`config.mk`:
```
export PLATFORM = sky130hd
export DESIGN_NAME = buzzer_pattern_sequencer_flat
export DESIGN_NICKNAME = d
export VERILOG_FILES = /design/src/rtl/bps_pkg.sv /design/src/rtl/bps_if.sv /design/src/rtl/buzzer_pattern_sequencer.sv /design/src/rtl/bps_tone_div.sv /design/src/rtl/bps_front.sv /design/src/rtl/bps_queue.sv /design/src/rtl/bps_back.sv /design/src/flat_wrapper.sv
export SDC_FILE = /design/constraint.sdc
export NUM_CORES = 2
export LEC_CHECK = 0
export ABC_AREA = 0
export BUFFER_PORTS_ARGS = -buffer_cell sky130_fd_sc_hd__buf_4
export CORE_MARGIN = 5
export CORE_UTILIZATION = 45
export DETAILED_ROUTE_END_ITERATION = 7
export PLACE_DENSITY = 0.61
export SYNTH_ARGS = -nofsm -noshare
export SYNTH_HDL_FRONTEND = slang
export SYNTH_SLANG_ARGS = --single-unit
```
`constraint.sdc`:
```
create_clock -name clk -period 22.7 [get_ports clk]
set_input_delay 4.54 -clock clk [delete_from_list [all_inputs] [get_ports clk]]
set_output_delay 4.54 -clock clk [all_outputs]
set_load 0.01 [all_outputs]
```
`src/rtl/bps_pkg.sv`:
```
`timescale 1ns / 1ps

package bps_pkg;

  // Payload widths
  localparam int OP_W    = 2;
  localparam int PAT_W   = 4;
  localparam int TIME_W  = 64;
  localparam int WRAP_W  = 16;
  localparam int LEVEL_W = 15;
  localparam int CLK_W   = 29;

  // Sequence limits
  localparam int MAX_NOTES = 8;
  localparam int CNT_W     = $clog2(MAX_NOTES + 1);
  localparam int LEN_W     = 3;

  // Tone divider: sys_clock / (64 * hz) taken as (sys_clock >> 6) / hz
  localparam int TONE_DIV   = 64;
  localparam int DIV_SHIFT  = $clog2(TONE_DIV);
  localparam int DIV_W      = CLK_W - DIV_SHIFT;
  localparam int HZ_LOW     = 1200;
  localparam int HZ_MID     = 1800;
  localparam int HZ_HIGH    = 2600;
  localparam int QUOT_W     = $clog2(((1 << CLK_W) - 1) / (TONE_DIV * HZ_LOW) + 1);
  localparam int TONE_LANES = 3;
  localparam int LANE_W     = $clog2(TONE_LANES);

  // floor(x / hz) = (x * ceil(2^s / hz)) >> s for x below 2^DIV_W,
  // with s = DIV_W + clog2(hz)
  localparam int RECIP_W       = DIV_W + 1;
  localparam int PROD_W        = DIV_W + RECIP_W;
  localparam int RECIP_SH_LOW  = DIV_W + $clog2(HZ_LOW);
  localparam int RECIP_SH_MID  = DIV_W + $clog2(HZ_MID);
  localparam int RECIP_SH_HIGH = DIV_W + $clog2(HZ_HIGH);
  localparam logic [RECIP_W-1:0] RECIP_LOW  =
    RECIP_W'(((64'd1 << RECIP_SH_LOW) + 64'(HZ_LOW) - 64'd1) / 64'(HZ_LOW));
  localparam logic [RECIP_W-1:0] RECIP_MID  =
    RECIP_W'(((64'd1 << RECIP_SH_MID) + 64'(HZ_MID) - 64'd1) / 64'(HZ_MID));
  localparam logic [RECIP_W-1:0] RECIP_HIGH =
    RECIP_W'(((64'd1 << RECIP_SH_HIGH) + 64'(HZ_HIGH) - 64'd1) / 64'(HZ_HIGH));

  localparam int RST_CLK_HZ = 125000000;
  localparam logic [QUOT_W-1:0] QUOT_RST_LOW  = QUOT_W'(RST_CLK_HZ / (TONE_DIV * HZ_LOW));
  localparam logic [QUOT_W-1:0] QUOT_RST_MID  = QUOT_W'(RST_CLK_HZ / (TONE_DIV * HZ_MID));
  localparam logic [QUOT_W-1:0] QUOT_RST_HIGH = QUOT_W'(RST_CLK_HZ / (TONE_DIV * HZ_HIGH));
  localparam logic [WRAP_W-1:0] WRAP_RST      = '1;

  // Note durations held directly in microseconds
  localparam int DUR_W = 19;

  // Command queue
  localparam int Q_DEPTH = 2;
  localparam int Q_PTR_W = $clog2(Q_DEPTH);
  localparam int Q_CNT_W = $clog2(Q_DEPTH + 1);

  // Operation codes
  localparam logic [OP_W-1:0] OP_TICK = 2'd0;
  localparam logic [OP_W-1:0] OP_PLAY = 2'd1;
  localparam logic [OP_W-1:0] OP_STOP = 2'd2;

  // Pattern codes
  localparam logic [PAT_W-1:0] PAT_NONE           = 4'd0;
  localparam logic [PAT_W-1:0] PAT_STARTED        = 4'd1;
  localparam logic [PAT_W-1:0] PAT_PAUSED         = 4'd2;
  localparam logic [PAT_W-1:0] PAT_RESUMED        = 4'd3;
  localparam logic [PAT_W-1:0] PAT_RESET          = 4'd4;
  localparam logic [PAT_W-1:0] PAT_REJECTED       = 4'd5;
  localparam logic [PAT_W-1:0] PAT_ALARM_ON       = 4'd6;
  localparam logic [PAT_W-1:0] PAT_ALARM_OFF      = 4'd7;
  localparam logic [PAT_W-1:0] PAT_SETTINGS_OPEN  = 4'd8;
  localparam logic [PAT_W-1:0] PAT_SETTINGS_SAVED = 4'd9;

  typedef enum logic [1:0] {
    TONE_SILENT = 2'd0,
    TONE_LOW    = 2'd1,
    TONE_MID    = 2'd2,
    TONE_HIGH   = 2'd3
  } tone_code_t;

  typedef enum logic [2:0] {
    CMD_TICK  = 3'd0,
    CMD_PLAY  = 3'd1,
    CMD_CLEAR = 3'd2,
    CMD_STOP  = 3'd3,
    CMD_NOP   = 3'd4
  } cmd_kind_t;

  typedef struct packed {
    tone_code_t         code;
    logic [DUR_W-1:0]   dur_us;
  } note_t;

  typedef struct packed {
    cmd_kind_t          kind;
    logic [PAT_W-1:0]   pat;
    logic [CNT_W-1:0]   cnt;
    logic               loop_en;
    logic [TIME_W-1:0]  now_us;
  } cmd_t;

  typedef struct packed {
    logic                               busy;
    logic [TONE_LANES-1:0][QUOT_W-1:0]  quot;
  } tone_div_t;

  function automatic logic [LEN_W-1:0] rom_len(input logic [PAT_W-1:0] pat);
    logic [LEN_W-1:0] len;
    len = '0;
    unique case (pat)
      PAT_STARTED:        len = 3'd3;
      PAT_PAUSED:         len = 3'd1;
      PAT_RESUMED:        len = 3'd1;
      PAT_RESET:          len = 3'd5;
      PAT_REJECTED:       len = 3'd1;
      PAT_ALARM_ON:       len = 3'd6;
      PAT_ALARM_OFF:      len = 3'd1;
      PAT_SETTINGS_OPEN:  len = 3'd3;
      PAT_SETTINGS_SAVED: len = 3'd3;
      default:            len = '0;
    endcase
    return len;
  endfunction

  function automatic note_t mk_note(input tone_code_t code, input logic [DUR_W-1:0] dur_us);
    note_t n;
    n.code   = code;
    n.dur_us = dur_us;
    return n;
  endfunction

  function automatic note_t note_rom(input logic [PAT_W-1:0] pat,
                                    input logic [CNT_W-1:0] idx);
    note_t n;
    n = mk_note(TONE_SILENT, '0);
    unique case (pat)
      PAT_STARTED: begin
        unique case (idx)
          0:       n = mk_note(TONE_MID, 19'd45000);
          1:       n = mk_note(TONE_SILENT, 19'd30000);
          2:       n = mk_note(TONE_HIGH, 19'd70000);
          default: n = mk_note(TONE_SILENT, '0);
        endcase
      end
      PAT_PAUSED:    if (idx == '0) n = mk_note(TONE_LOW, 19'd70000);
      PAT_RESUMED:   if (idx == '0) n = mk_note(TONE_HIGH, 19'd55000);
      PAT_RESET: begin
        unique case (idx)
          0:       n = mk_note(TONE_MID, 19'd40000);
          1:       n = mk_note(TONE_SILENT, 19'd25000);
          2:       n = mk_note(TONE_HIGH, 19'd40000);
          3:       n = mk_note(TONE_SILENT, 19'd25000);
          4:       n = mk_note(TONE_HIGH, 19'd90000);
          default: n = mk_note(TONE_SILENT, '0);
        endcase
      end
      PAT_REJECTED:  if (idx == '0) n = mk_note(TONE_LOW, 19'd180000);
      PAT_ALARM_ON: begin
        unique case (idx)
          0, 2, 4: n = mk_note(TONE_HIGH, 19'd120000);
          1, 3:    n = mk_note(TONE_SILENT, 19'd90000);
          5:       n = mk_note(TONE_SILENT, 19'd500000);
          default: n = mk_note(TONE_SILENT, '0);
        endcase
      end
      PAT_ALARM_OFF: if (idx == '0) n = mk_note(TONE_MID, 19'd50000);
      PAT_SETTINGS_OPEN: begin
        unique case (idx)
          0, 2:    n = mk_note(TONE_MID, 19'd40000);
          1:       n = mk_note(TONE_SILENT, 19'd40000);
          default: n = mk_note(TONE_SILENT, '0);
        endcase
      end
      PAT_SETTINGS_SAVED: begin
        unique case (idx)
          0:       n = mk_note(TONE_HIGH, 19'd45000);
          1:       n = mk_note(TONE_SILENT, 19'd25000);
          2:       n = mk_note(TONE_MID, 19'd70000);
          default: n = mk_note(TONE_SILENT, '0);
        endcase
      end
      default: n = mk_note(TONE_SILENT, '0);
    endcase
    return n;
  endfunction

endpackage

```
`src/rtl/bps_if.sv`:
```
`timescale 1ns / 1ps

interface bps_in_if;
  logic                        valid;
  logic                        ready;
  logic [bps_pkg::OP_W-1:0]    operation;
  logic [bps_pkg::PAT_W-1:0]   pattern;
  logic [bps_pkg::TIME_W-1:0]  now_us;

  modport source (output valid, output operation, output pattern, output now_us,
                  input ready);
  modport sink   (input valid, input operation, input pattern, input now_us,
                  output ready);
endinterface

interface bps_out_if;
  logic                         valid;
  logic                         ready;
  logic [bps_pkg::WRAP_W-1:0]   tone_wrap;
  logic [bps_pkg::LEVEL_W-1:0]  tone_level;
  logic                         playing;
  logic                         reprogrammed;

  modport source (output valid, output tone_wrap, output tone_level, output playing,
                  output reprogrammed, input ready);
  modport sink   (input valid, input tone_wrap, input tone_level, input playing,
                  input reprogrammed, output ready);
endinterface

```
`src/rtl/buzzer_pattern_sequencer.sv`:
```
`timescale 1ns / 1ps

// Buzzer pattern sequencer.
// in_chan takes tick, play and stop items (operation, pattern, now_us) on a
// valid/ready transfer; out_chan returns exactly one result per item: PWM
// wrap and level, a playing flag and whether the tone was reprogrammed.
// cfg_we/cfg_wdata write the system clock frequency in Hz.
// Each item is registered in the command queue and then in the result
// register before it appears on out_chan.
// Throughput: one item per cycle while out_chan is not stalled and the
// tone quotients are not being rebuilt; the back-end note sequencer
// updates all its state per item, so a tick may follow a play back to back.
// A two-entry command queue parts the front classifier from the back end,
// and the result register parts the back end from the receiver: while
// out_chan is stalled, up to two more items are still taken, then
// in_chan.ready drops until the receiver takes a result.
// A config write rebuilds the three tone quotients by reciprocal
// multiplication from the registered dividend; in_chan.ready stays low
// during the write and while the rebuild is in progress.
// Reset loads the quotients for a 125 MHz clock directly, so the block
// takes items from the first cycle after reset; wrap resets to 65535,
// level to 0, and no pattern is playing.

module buzzer_pattern_sequencer (
  input  logic                       clk,
  input  logic                       rst_n,
  input  logic                       cfg_we,
  input  logic [bps_pkg::CLK_W-1:0]  cfg_wdata,
  bps_in_if.sink                     in_chan,
  bps_out_if.source                  out_chan
);
  import bps_pkg::*;

  tone_div_t div;
  cmd_t      push_cmd;
  cmd_t      head_cmd;
  logic      push;
  logic      pop;
  logic      q_full;
  logic      q_valid;

  // tone quotients, rebuilt after each config write
  bps_tone_div u_tone_div (
    .clk       (clk),
    .rst_n     (rst_n),
    .cfg_we    (cfg_we),
    .cfg_wdata (cfg_wdata),
    .div       (div)
  );

  // decode and classify incoming items
  bps_front u_front (
    .cfg_we  (cfg_we),
    .div     (div),
    .q_full  (q_full),
    .in_chan (in_chan),
    .push    (push),
    .cmd     (push_cmd)
  );

  bps_queue u_queue (
    .clk      (clk),
    .rst_n    (rst_n),
    .push     (push),
    .push_cmd (push_cmd),
    .pop      (pop),
    .full     (q_full),
    .valid    (q_valid),
    .head     (head_cmd)
  );

  // note sequencer and result register
  bps_back u_back (
    .clk       (clk),
    .rst_n     (rst_n),
    .cmd_valid (q_valid),
    .cmd       (head_cmd),
    .div       (div),
    .cmd_pop   (pop),
    .out_chan  (out_chan)
  );

  // no transfer while the quotients are being rebuilt
  a_busy_blocks_input: assert property (@(posedge clk) disable iff (!rst_n)
    div.busy |-> !in_chan.ready)
    else $error("input taken while tone divider busy");

  a_cfg_starts_div: assert property (@(posedge clk) disable iff (!rst_n)
    cfg_we |=> div.busy)
    else $error("config write did not start tone divider");

  // a sounding tone only ever belongs to an active note
  a_level_needs_play: assert property (@(posedge clk) disable iff (!rst_n)
    (out_chan.valid && out_chan.tone_level != '0) |-> out_chan.playing)
    else $error("non-zero level reported with no note playing");

  a_queue_push_not_full: assert property (@(posedge clk) disable iff (!rst_n)
    push |-> !q_full)
    else $error("command queue overrun");

endmodule

```
`src/rtl/bps_tone_div.sv`:
```
`timescale 1ns / 1ps

module bps_tone_div (
  input  logic                       clk,
  input  logic                       rst_n,
  input  logic                       cfg_we,
  input  logic [bps_pkg::CLK_W-1:0]  cfg_wdata,
  output bps_pkg::tone_div_t         div
);
  import bps_pkg::*;

  logic                    busy_r;
  logic [DIV_W-1:0]        dvd_r;
  logic [QUOT_W-1:0]       quot_r [TONE_LANES];
  logic [PROD_W-1:0]       prod   [TONE_LANES];

  // reciprocal multiply per lane, from the registered dividend
  always_comb begin
    prod[0] = PROD_W'(dvd_r) * PROD_W'(RECIP_LOW);
    prod[1] = PROD_W'(dvd_r) * PROD_W'(RECIP_MID);
    prod[2] = PROD_W'(dvd_r) * PROD_W'(RECIP_HIGH);
  end

  always_ff @(posedge clk) begin
    if (!rst_n) begin
      busy_r    <= 1'b0;
      quot_r[0] <= QUOT_RST_LOW;
      quot_r[1] <= QUOT_RST_MID;
      quot_r[2] <= QUOT_RST_HIGH;
    end else if (cfg_we) begin
      busy_r <= 1'b1;
      dvd_r  <= cfg_wdata[CLK_W-1:DIV_SHIFT];
    end else if (busy_r) begin
      busy_r    <= 1'b0;
      quot_r[0] <= QUOT_W'(prod[0] >> RECIP_SH_LOW);
      quot_r[1] <= QUOT_W'(prod[1] >> RECIP_SH_MID);
      quot_r[2] <= QUOT_W'(prod[2] >> RECIP_SH_HIGH);
    end
  end

  always_comb begin
    div.busy = busy_r;
    for (int l = 0; l < TONE_LANES; l++) div.quot[l] = quot_r[l];
  end

endmodule

```
`src/rtl/bps_front.sv`:
```
`timescale 1ns / 1ps

module bps_front (
  input  logic                cfg_we,
  input  bps_pkg::tone_div_t  div,
  input  logic                q_full,
  bps_in_if.sink              in_chan,
  output logic                push,
  output bps_pkg::cmd_t       cmd
);
  import bps_pkg::*;

  localparam logic [CNT_W-1:0] MAX_CNT = CNT_W'(MAX_NOTES);

  logic [CNT_W-1:0] len_ext;

  // hold off while the queue is full or the tone table is being rebuilt
  assign in_chan.ready = !q_full && !div.busy && !cfg_we;
  assign push          = in_chan.valid && in_chan.ready;

  always_comb begin
    len_ext     = CNT_W'(rom_len(in_chan.pattern));
    cmd.pat     = in_chan.pattern;
    cmd.cnt     = (len_ext > MAX_CNT) ? MAX_CNT : len_ext;
    cmd.loop_en = (in_chan.pattern == PAT_ALARM_ON);
    cmd.now_us  = in_chan.now_us;
    priority if (in_chan.operation == OP_TICK) begin
      cmd.kind = CMD_TICK;
    end else if (in_chan.operation == OP_PLAY) begin
      // out-of-range codes behave like pattern none
      if (in_chan.pattern == PAT_NONE || in_chan.pattern > PAT_SETTINGS_SAVED) begin
        cmd.kind = CMD_CLEAR;
      end else begin
        cmd.kind = CMD_PLAY;
      end
    end else if (in_chan.operation == OP_STOP) begin
      cmd.kind = CMD_STOP;
    end else begin
      cmd.kind = CMD_NOP;
    end
  end

endmodule

```
`src/rtl/bps_queue.sv`:
```
`timescale 1ns / 1ps

module bps_queue (
  input  logic           clk,
  input  logic           rst_n,
  input  logic           push,
  input  bps_pkg::cmd_t  push_cmd,
  input  logic           pop,
  output logic           full,
  output logic           valid,
  output bps_pkg::cmd_t  head
);
  import bps_pkg::*;

  cmd_t               mem_r [Q_DEPTH];
  logic [Q_PTR_W-1:0] wr_ptr_r;
  logic [Q_PTR_W-1:0] rd_ptr_r;
  logic [Q_CNT_W-1:0] cnt_r;

  assign full  = (cnt_r == Q_CNT_W'(Q_DEPTH));
  assign valid = (cnt_r != '0);
  assign head  = mem_r[rd_ptr_r];

  always_ff @(posedge clk) begin
    if (push) mem_r[wr_ptr_r] <= push_cmd;
  end

  always_ff @(posedge clk) begin
    if (!rst_n) begin
      wr_ptr_r <= '0;
      rd_ptr_r <= '0;
      cnt_r    <= '0;
    end else begin
      if (push) begin
        wr_ptr_r <= (wr_ptr_r == Q_PTR_W'(Q_DEPTH - 1)) ? '0 : wr_ptr_r + 1'b1;
      end
      if (pop) begin
        rd_ptr_r <= (rd_ptr_r == Q_PTR_W'(Q_DEPTH - 1)) ? '0 : rd_ptr_r + 1'b1;
      end
      if (push && !pop)      cnt_r <= cnt_r + 1'b1;
      else if (!push && pop) cnt_r <= cnt_r - 1'b1;
    end
  end

endmodule

```
`src/rtl/bps_back.sv`:
```
`timescale 1ns / 1ps

module bps_back (
  input  logic                clk,
  input  logic                rst_n,
  input  logic                cmd_valid,
  input  bps_pkg::cmd_t       cmd,
  input  bps_pkg::tone_div_t  div,
  output logic                cmd_pop,
  bps_out_if.source           out_chan
);
  import bps_pkg::*;

  logic [PAT_W-1:0]   pat_r,      pat_nxt;
  logic [CNT_W-1:0]   cnt_r,      cnt_nxt;
  logic [CNT_W-1:0]   idx_r,      idx_nxt;
  logic               loop_r,     loop_nxt;
  logic [TIME_W-1:0]  deadline_r, deadline_nxt;
  logic [WRAP_W-1:0]  wrap_r,     wrap_nxt;
  logic [LEVEL_W-1:0] level_r,    level_nxt;
  logic               out_valid_r;
  logic               playing_r;
  logic               reprog_r;

  logic               reprog;
  logic               start;
  logic [PAT_W-1:0]   sel_pat;
  logic [CNT_W-1:0]   sel_idx;
  logic [CNT_W-1:0]   idx_inc;
  logic               due;
  note_t              note;
  logic [LANE_W-1:0]  lane;
  logic [QUOT_W-1:0]  quot;

  assign cmd_pop = cmd_valid && (!out_valid_r || out_chan.ready);
  assign due     = (cmd.now_us >= deadline_r);
  assign idx_inc = idx_r + 1'b1;

  always_comb begin
    pat_nxt      = pat_r;
    cnt_nxt      = cnt_r;
    idx_nxt      = idx_r;
    loop_nxt     = loop_r;
    deadline_nxt = deadline_r;
    wrap_nxt     = wrap_r;
    level_nxt    = level_r;
    reprog       = 1'b0;
    start        = 1'b0;
    sel_pat      = pat_r;
    sel_idx      = '0;

    unique case (cmd.kind)
      CMD_CLEAR: begin
        pat_nxt   = PAT_NONE;
        cnt_nxt   = '0;
        idx_nxt   = '0;
        loop_nxt  = 1'b0;
        level_nxt = '0;
        reprog    = 1'b1;
      end
      CMD_PLAY: begin
        pat_nxt  = cmd.pat;
        cnt_nxt  = cmd.cnt;
        idx_nxt  = '0;
        loop_nxt = cmd.loop_en;
        sel_pat  = cmd.pat;
        if (cmd.cnt != '0) begin
          start  = 1'b1;
          reprog = 1'b1;
        end
      end
      CMD_STOP: begin
        level_nxt = '0;
        idx_nxt   = cnt_r;
        loop_nxt  = 1'b0;
        reprog    = 1'b1;
      end
      CMD_TICK: begin
        if (idx_r < cnt_r && due) begin
          reprog = 1'b1;
          if (idx_inc >= cnt_r) begin
            if (loop_r) begin
              idx_nxt = '0;
              start   = 1'b1;
            end else begin
              idx_nxt   = idx_inc;
              level_nxt = '0;
            end
          end else begin
            idx_nxt = idx_inc;
            sel_idx = idx_inc;
            start   = 1'b1;
          end
        end
      end
      CMD_NOP: ;
      default: ;
    endcase

    // note start: tone lookup and new deadline
    note = note_rom(sel_pat, sel_idx);
    lane = LANE_W'(note.code - 1'b1);
    quot = div.quot[lane];
    if (start) begin
      deadline_nxt = cmd.now_us + TIME_W'(note.dur_us);
      if (note.code == TONE_SILENT) begin
        level_nxt = '0;
      end else begin
        wrap_nxt  = WRAP_W'(quot);
        level_nxt = LEVEL_W'(quot >> 1);
      end
    end
  end

  always_ff @(posedge clk) begin
    if (!rst_n) begin
      pat_r       <= PAT_NONE;
      cnt_r       <= '0;
      idx_r       <= '0;
      loop_r      <= 1'b0;
      deadline_r  <= '0;
      wrap_r      <= WRAP_RST;
      level_r     <= '0;
      out_valid_r <= 1'b0;
    end else begin
      if (cmd_pop) begin
        pat_r       <= pat_nxt;
        cnt_r       <= cnt_nxt;
        idx_r       <= idx_nxt;
        loop_r      <= loop_nxt;
        deadline_r  <= deadline_nxt;
        wrap_r      <= wrap_nxt;
        level_r     <= level_nxt;
        out_valid_r <= 1'b1;
      end else if (out_chan.ready) begin
        out_valid_r <= 1'b0;
      end
    end
  end

  always_ff @(posedge clk) begin
    if (cmd_pop) begin
      playing_r <= (idx_nxt < cnt_nxt);
      reprog_r  <= reprog;
    end
  end

  assign out_chan.valid        = out_valid_r;
  assign out_chan.tone_wrap    = wrap_r;
  assign out_chan.tone_level   = level_r;
  assign out_chan.playing      = playing_r;
  assign out_chan.reprogrammed = reprog_r;

endmodule
```
`src/flat_wrapper.sv`:
```
// flat-port wrapper written by rule: the top's interface ports become plain ports
module buzzer_pattern_sequencer_flat import bps_pkg::*;
  (clk, rst_n, cfg_we, cfg_wdata, in_chan_valid, in_chan_operation, in_chan_pattern, in_chan_now_us, in_chan_ready, out_chan_valid, out_chan_tone_wrap, out_chan_tone_level, out_chan_playing, out_chan_reprogrammed, out_chan_ready);
  bps_in_if in_chan_i ();
  bps_out_if out_chan_i ();
  input  logic clk;
  input  logic rst_n;
  input  logic cfg_we;
  input  logic [bps_pkg::CLK_W-1:0] cfg_wdata;
  input wire logic [$bits(in_chan_i.valid)-1:0] in_chan_valid;
  input wire logic [$bits(in_chan_i.operation)-1:0] in_chan_operation;
  input wire logic [$bits(in_chan_i.pattern)-1:0] in_chan_pattern;
  input wire logic [$bits(in_chan_i.now_us)-1:0] in_chan_now_us;
  output wire logic [$bits(in_chan_i.ready)-1:0] in_chan_ready;
  output wire logic [$bits(out_chan_i.valid)-1:0] out_chan_valid;
  output wire logic [$bits(out_chan_i.tone_wrap)-1:0] out_chan_tone_wrap;
  output wire logic [$bits(out_chan_i.tone_level)-1:0] out_chan_tone_level;
  output wire logic [$bits(out_chan_i.playing)-1:0] out_chan_playing;
  output wire logic [$bits(out_chan_i.reprogrammed)-1:0] out_chan_reprogrammed;
  input wire logic [$bits(out_chan_i.ready)-1:0] out_chan_ready;
  assign in_chan_i.valid = in_chan_valid;
  assign in_chan_i.operation = in_chan_operation;
  assign in_chan_i.pattern = in_chan_pattern;
  assign in_chan_i.now_us = in_chan_now_us;
  assign in_chan_ready = in_chan_i.ready;
  assign out_chan_valid = out_chan_i.valid;
  assign out_chan_tone_wrap = out_chan_i.tone_wrap;
  assign out_chan_tone_level = out_chan_i.tone_level;
  assign out_chan_playing = out_chan_i.playing;
  assign out_chan_reprogrammed = out_chan_i.reprogrammed;
  assign out_chan_i.ready = out_chan_ready;
  buzzer_pattern_sequencer u_core (.clk(clk), .rst_n(rst_n), .cfg_we(cfg_we), .cfg_wdata(cfg_wdata), .in_chan(in_chan_i), .out_chan(out_chan_i));
endmodule
```
# ---- Yosys cells after proc, flatten, opt, wreduce, memory -nomap -nowiden
# Memories as Yosys holds them, arrays and structs flattened. A register that Yosys moved wholly into a read port is not among the register bits.
# Cells that the tools add are included.
dict set report classes {
  n_addsub 7
  n_mul 3
  div 0
  magnitude_cmp 7
  n_eq_ne 24
  n_shift 0
  muxes 60
  n_bitwise 4
  n_reduce_logical 38
}
# cell count
set op_table {}
lappend op_table {{21-bit one-hot mux with 3 select lines} 3}
lappend op_table {{21-bit one-hot mux with 9 select lines} 1}
lappend op_table {{23-bit by 22-bit multiplier with 45-bit output, second input constant} 2}
lappend op_table {{21-bit one-hot mux with 4 select lines} 1}
lappend op_table {{64-bit by 19-bit adder with 64-bit output} 1}
lappend op_table {{64-bit greater-or-equal comparator} 1}
lappend op_table {{15-bit 2-to-1 mux} 4}
lappend op_table {{13-bit 2-to-1 mux} 4}
lappend op_table {{23-bit by 23-bit multiplier with 46-bit output, second input constant} 1}
lappend op_table {{21-bit 2-to-1 mux} 2}
lappend op_table {{21-bit one-hot mux with 2 select lines} 1}
lappend op_table {{20-bit 2-to-1 mux} 2}
lappend op_table {{4-bit 2-to-1 mux} 8}
lappend op_table {{15-bit one-hot mux with 2 select lines} 1}
lappend op_table {{4-bit by 3-bit equality test with 1-bit output, second input constant} 7}
lappend op_table {{13-bit binary-select mux with 2-bit select} 1}
lappend op_table {{1-bit 2-to-1 mux} 19}
lappend op_table {{4-bit by 2-bit equality test with 1-bit output, second input constant} 4}
lappend op_table {{4-bit one-hot mux with 2 select lines} 2}
lappend op_table {{12-bit 2-to-1 mux} 1}
lappend op_table {{4-bit one-hot mux with 3 select lines} 1}
lappend op_table {{2-bit nonzero test} 5}
lappend op_table {{3-bit 2-to-1 mux} 3}
lappend op_table {{3-bit != test, second input constant} 3}
lappend op_table {{33 further kinds} 65}
dict set report totals {
  regBits 139
  latchBits 0
  mem_bits_rw 191
  rom_bits 48
  input_bits 104
  output_inout_bits 35
  elab_cells 161
  mem_count 3
}
# name words word_bits read_ports rd_ports_with_merged_regs write_ports line
set memory_table {}
lappend memory_table {u_core.u_queue.mem_r 2 76 1 1 1 bps_queue.sv:15} ;# cmd_t mem_r [Q_DEPTH];
lappend memory_table {{(name not given)} 16 3 1 0 0 bps_pkg.sv:110} ;# unique case (pat)
lappend memory_table {u_core.u_tone_div.quot_r 3 13 3 0 3 bps_tone_div.sv:14} ;# logic [QUOT_W-1:0] quot_r [TONE_LANES];

# ---- Logic depth before layout (Yosys ltp)
dict set report logic_depth {
  depth_word 14
  ltp_mapped 34
  mapped_depth_nobuf 26
}

# ---- Cells and area by module
# A second synthesis with hierarchy kept.
dict set report hier_totals {
  hier_cells 3864
  hier_area_um2 39748.1
}
# mod instances cells_each area_per_inst_um2 seq_area_each_um2
set modules_own_cells {}
lappend modules_own_cells {bps_tone_div 1 2424 24698.7 1851.8}
lappend modules_own_cells {bps_back 1 1094 8549.4 2142.1}
lappend modules_own_cells {bps_queue 1 258 5856.9 4664.5}
lappend modules_own_cells {bps_front 1 88 643.1 0.0}

# ---- Worst setup path after synthesis
# No wires, ideal clock.
dict set report synth_timing {
  path_kind {input to output}
  startpoint {input port cfg_we}
  endpoint {output port in_chan_ready}
  arrival_ns 4.918
  required_time_ns 18.160
  slack_ns 13.242
  cell_stages 1
  path_buffers 0
  path_cell_list {a211oi_1}
}
dict set report synth_via {
  elab_chain_cells 2
}
# item line
set synth_lines {}
lappend synth_lines {{start: declaration} flat_wrapper.sv:8} ;# input logic cfg_we;
lappend synth_lines {{1-bit zero test} bps_front.sv:18} ;# assign in_chan.ready = !q_full && !div.busy && !cfg_we;
lappend synth_lines {{1-bit logical AND} bps_front.sv:18}
lappend synth_lines {{end: declaration} flat_wrapper.sv:14} ;# output wire logic [$bits(in_chan_i.ready)-1:0] in_chan_ready;
# No other way between the ends.

# ---- Worst setup path in the final report
# Ends and elaborated chain as after synthesis.

==> results.md <==
- Nets: 4862
- Number of global-route vias before repair: 25.6k
- Largest net degree at the start of global routing: 78
- Detail Route Antenna Nets: 0
- Ys flop type: edfxtp_1
- Die ar.: 89100 µm²
- Area Growth Syn to Fin: 9.50%
- Worst EP required: 18.16 ns
- Max VDD drop: 117 µV
- Final hold violation count: 0
- CTS Buffer Depth: 3
- DRT Pass-1 Iters: 5
- Starting Density: 45.5%
- Gp weighted congestion: 0.899
- Post-Route WL: 94200 µm
- Unique cell type count in the Yosys netlist: 94
- Max Clk Rate: 0.103 GHz
- I/O Buffers: 129
- Placed insts: 4647
- P per Cell Area: 150 nW/µm²
- # H-tree levels: 2
- Height of the chip: 298 µm
- Flops & latches, synth: 323
- Initial antenna violation count: 3
- P_leak: 19.3 nW
- Vias per cell: 5.33
- Min-Delay Path Class: register to register
- Setup crit start kind: input pin
- Total grt overflow: 0
- CTS tree: built
- Slew @ Worst Pin: 1.08 ns
- Hold Path Depth: 2
- Worst R2R End: u_core.u_back.deadline_r[32]
- Hold path startpoint: u_core.u_back.deadline_r[11]
- Post-synth EDFFs: 213
- FF-to-FF setup slack: 14.35 ns
- Skew-Pair Late Insertion Delay: 0.58 ns
- Post-CTS resize count: 0
- Syn. warnings: 0
- Die width: 298 µm
- Cell area after synthesis: 37400 µm²
- Hold_buf cts: 0
- GRT Total Usage: 21.2%
- Min Hold Slack: 0.450 ns
- Setup tns final: 0 ns
- Core Region: 82200 µm²
- Initial drt markers: 1449
- Mean Syn Cell Area: 10.8 µm²
- CTS Sinks: 323
- First-pass GRT wire length: 147000 µm
- CTS Buf Count: 37
- Hpwl dp: 73800 µm
- Slew margin rel.: 27.9%
- Syn Inst Count: 3465
- Layout cells sized above 1: 9.38%
- Ports: 139
- DRC viols: 0
- Std-Cell Rows: 105
- Slew Limit Fails: 0
- Clk slew on worst S/H paths: 0.05 ns
- RSZ-0062 raised after global routing: no
- Max Cap Violations: 0
- R2R depth: 25
- CP arrival: 5.18 ns
- Register area share after synthesis: 23.0%
- Critical Path Fanout Max: 6
- Clock root buffer: clkbuf_16
- Post-CTS Setup Bufs: 0
- Routed vias: 25.1k
- Critical path class: input pin to output pin
- Tcrit/Tclk final: 42.8%
- Status: completed
- Wirelength per Cell: 20.0 µm
- Synth async-reset ratio: 0%
- Final non-filler cell total: 4717
- Final-report setup violation count: 0
- Final Skew: 0.0440 ns
- Final min period: 9.72 ns
- Design Power: 6.13 mW
- End of the worst hold path: u_core.u_back.deadline_r[11]
- Critical Path Sink Type: output pin
-- metrics by stage --
step / util (%) / setup WS [ns] / area [µm²]
after CTS: 49.8 / 12.99 / 41000
after global placement: 48.4 / 12.99 / 39800
after floorplan: - / 13.24 / 37400
after global routing: 49.8 / 12.91 / 41000
after detailed placement: 48.4 / 12.99 / 39800
final: 49.9 / 12.98 / 41000
-- cells in the mapped netlist, types with 13 or more instances --
| cell type | count | share of area, % |
|---|---|---|
| xor2_1 | 18 | 0.42 |
| a21o_1 | 48 | 0.96 |
| or3_1 | 14 | 0.23 |
| edfxtp_1 | 213 | 17 |
| nor4_1 | 14 | 0.23 |
| inv_1 | 706 | 7.1 |
| nand4_1 | 25 | 0.42 |
| nand2b_1 | 13 | 0.22 |
| ha_1 | 659 | 22 |
| clkbuf_1 | 34 | 0.34 |
| and2_1 | 19 | 0.32 |
| or4_1 | 13 | 0.26 |
| mux2i_1 | 54 | 1.4 |
| o21ai_0 | 70 | 0.94 |
| buf_2 | 13 | 0.17 |
| dfxtp_1 | 110 | 5.9 |
| a22oi_1 | 13 | 0.26 |
| o211ai_1 | 17 | 0.34 |
| nor3_1 | 55 | 0.74 |
| nor2b_1 | 15 | 0.25 |
| mux2_2 | 51 | 1.5 |
| nand2_1 | 204 | 2.0 |
| xnor2_1 | 40 | 0.94 |
| fa_1 | 483 | 26 |
| a31oi_1 | 29 | 0.48 |
| a211oi_1 | 27 | 0.54 |
| nor2_1 | 87 | 0.87 |
| nand3_1 | 58 | 0.78 |
| a21oi_1 | 123 | 1.6 |
| o21a_1 | 30 | 0.60 |
-- final cells by class --
cell class | instances | area, µm²
Antenna cell | 2 | 5.00
Clock buffer | 48 | 967
Clock inverter | 20 | 238
Fill cell | 7571 | 41200
Inverter | 709 | 2660
Multi-Input combinational cell | 2367 | 25900
Sequential cell | 323 | 8600
Tap cell | 1070 | 1340
Timing Repair Buffer | 178 | 1340
-- power breakdown --
| group | total (mW) | internal (mW) | leakage (nW) | switching, mW |
|---|---|---|---|---|
| logic | 4.81 | 2.13 | 15.8 | 2.68 |
| clock network | 0.594 | 0.341 | 0.589 | 0.252 |
| registers | 0.725 | 0.686 | 2.84 | 0.0385 |
-- cell families after synthesis --
kind of cell / synth area share, %
adder cells (fa/ha/maj): 47.9
buffers and inverters: 8.11
AND/OR/NAND/NOR: 7.58
AO/OA/AOI/OAI: 8.83
flip-flops: 23.0
multiplexers: 3.27
XOR/XNOR: 1.36
other: 0.0100
-- routing by layer --
layer | wire length (µm) | GRT usage (%) | part of all wire (%)
met1 | 41100 | 28.6 | 44
met3 | 4370 | 2.64 | 4.6
met5 | 0 | 0 | 0
met2 | 46100 | 36.5 | 49
met4 | 2590 | 5.54 | 2.8
-- how the worst max path moves through the flow --
stage / from / endpoint / slack, ns / cells after the start
finish: cfg_we / in_chan_ready / 12.98 / 3
global route: cfg_we / in_chan_ready / 12.91 / 3
CTS: cfg_we / in_chan_ready / 12.99 / 3
detailed placement: cfg_we / in_chan_ready / 12.99 / 3
global placement: cfg_we / in_chan_ready / 12.99 / 3
floorplan: cfg_we / in_chan_ready / 13.24 / 1
-- flip-flops by register name, summed over array words and instances, names as in the netlist, named ones only --
signal	flops
u_core.u_back.cnt_r	4
u_core.u_back.deadline_r	64
u_core.u_back.idx_r	4
u_core.u_back.loop_r	1
u_core.u_back.out_chan.playing	1
u_core.u_back.out_chan.reprogrammed	1
u_core.u_back.out_chan.tone_level	12
u_core.u_back.out_chan.tone_wrap	14
u_core.u_back.out_chan.valid	1
u_core.u_back.pat_r	4
u_core.u_queue.cnt_r	2
u_core.u_queue.mem_r	150
u_core.u_queue.rd_ptr_r	1
u_core.u_queue.wr_ptr_r	1
u_core.u_tone_div.busy_r	1
u_core.u_tone_div.dvd_r	23
u_core.u_tone_div.quot_r	38
-- placed cells by master, fill, tap and decap left out, drive strengths merged, types with 10 or more instances in the layout --
cell type,n
a211o,10
a211oi,28
a21o,49
a21oi,125
a22oi,13
a31oi,29
and2,19
and3,11
buf,178
clkbuf,48
clkinv,16
dfxtp,110
edfxtp,213
fa,483
ha,659
inv,709
mux2,53
mux2i,58
nand2,206
nand2b,13
nand3,59
nand4,26
nor2,89
nor2b,15
nor3,56
nor4,16
o211ai,17
o21a,30
o21ai,71
o221ai,11
o32a,12
or3,14
or4,13
xnor2,40
xor2,18
-- worst max-delay path, stage by stage --
cell and delay (ns):
buf_4 0.16, a211oi_1 0.29, buf_4 0.19
No activity file was read; power rests on OpenSTA's default activity.
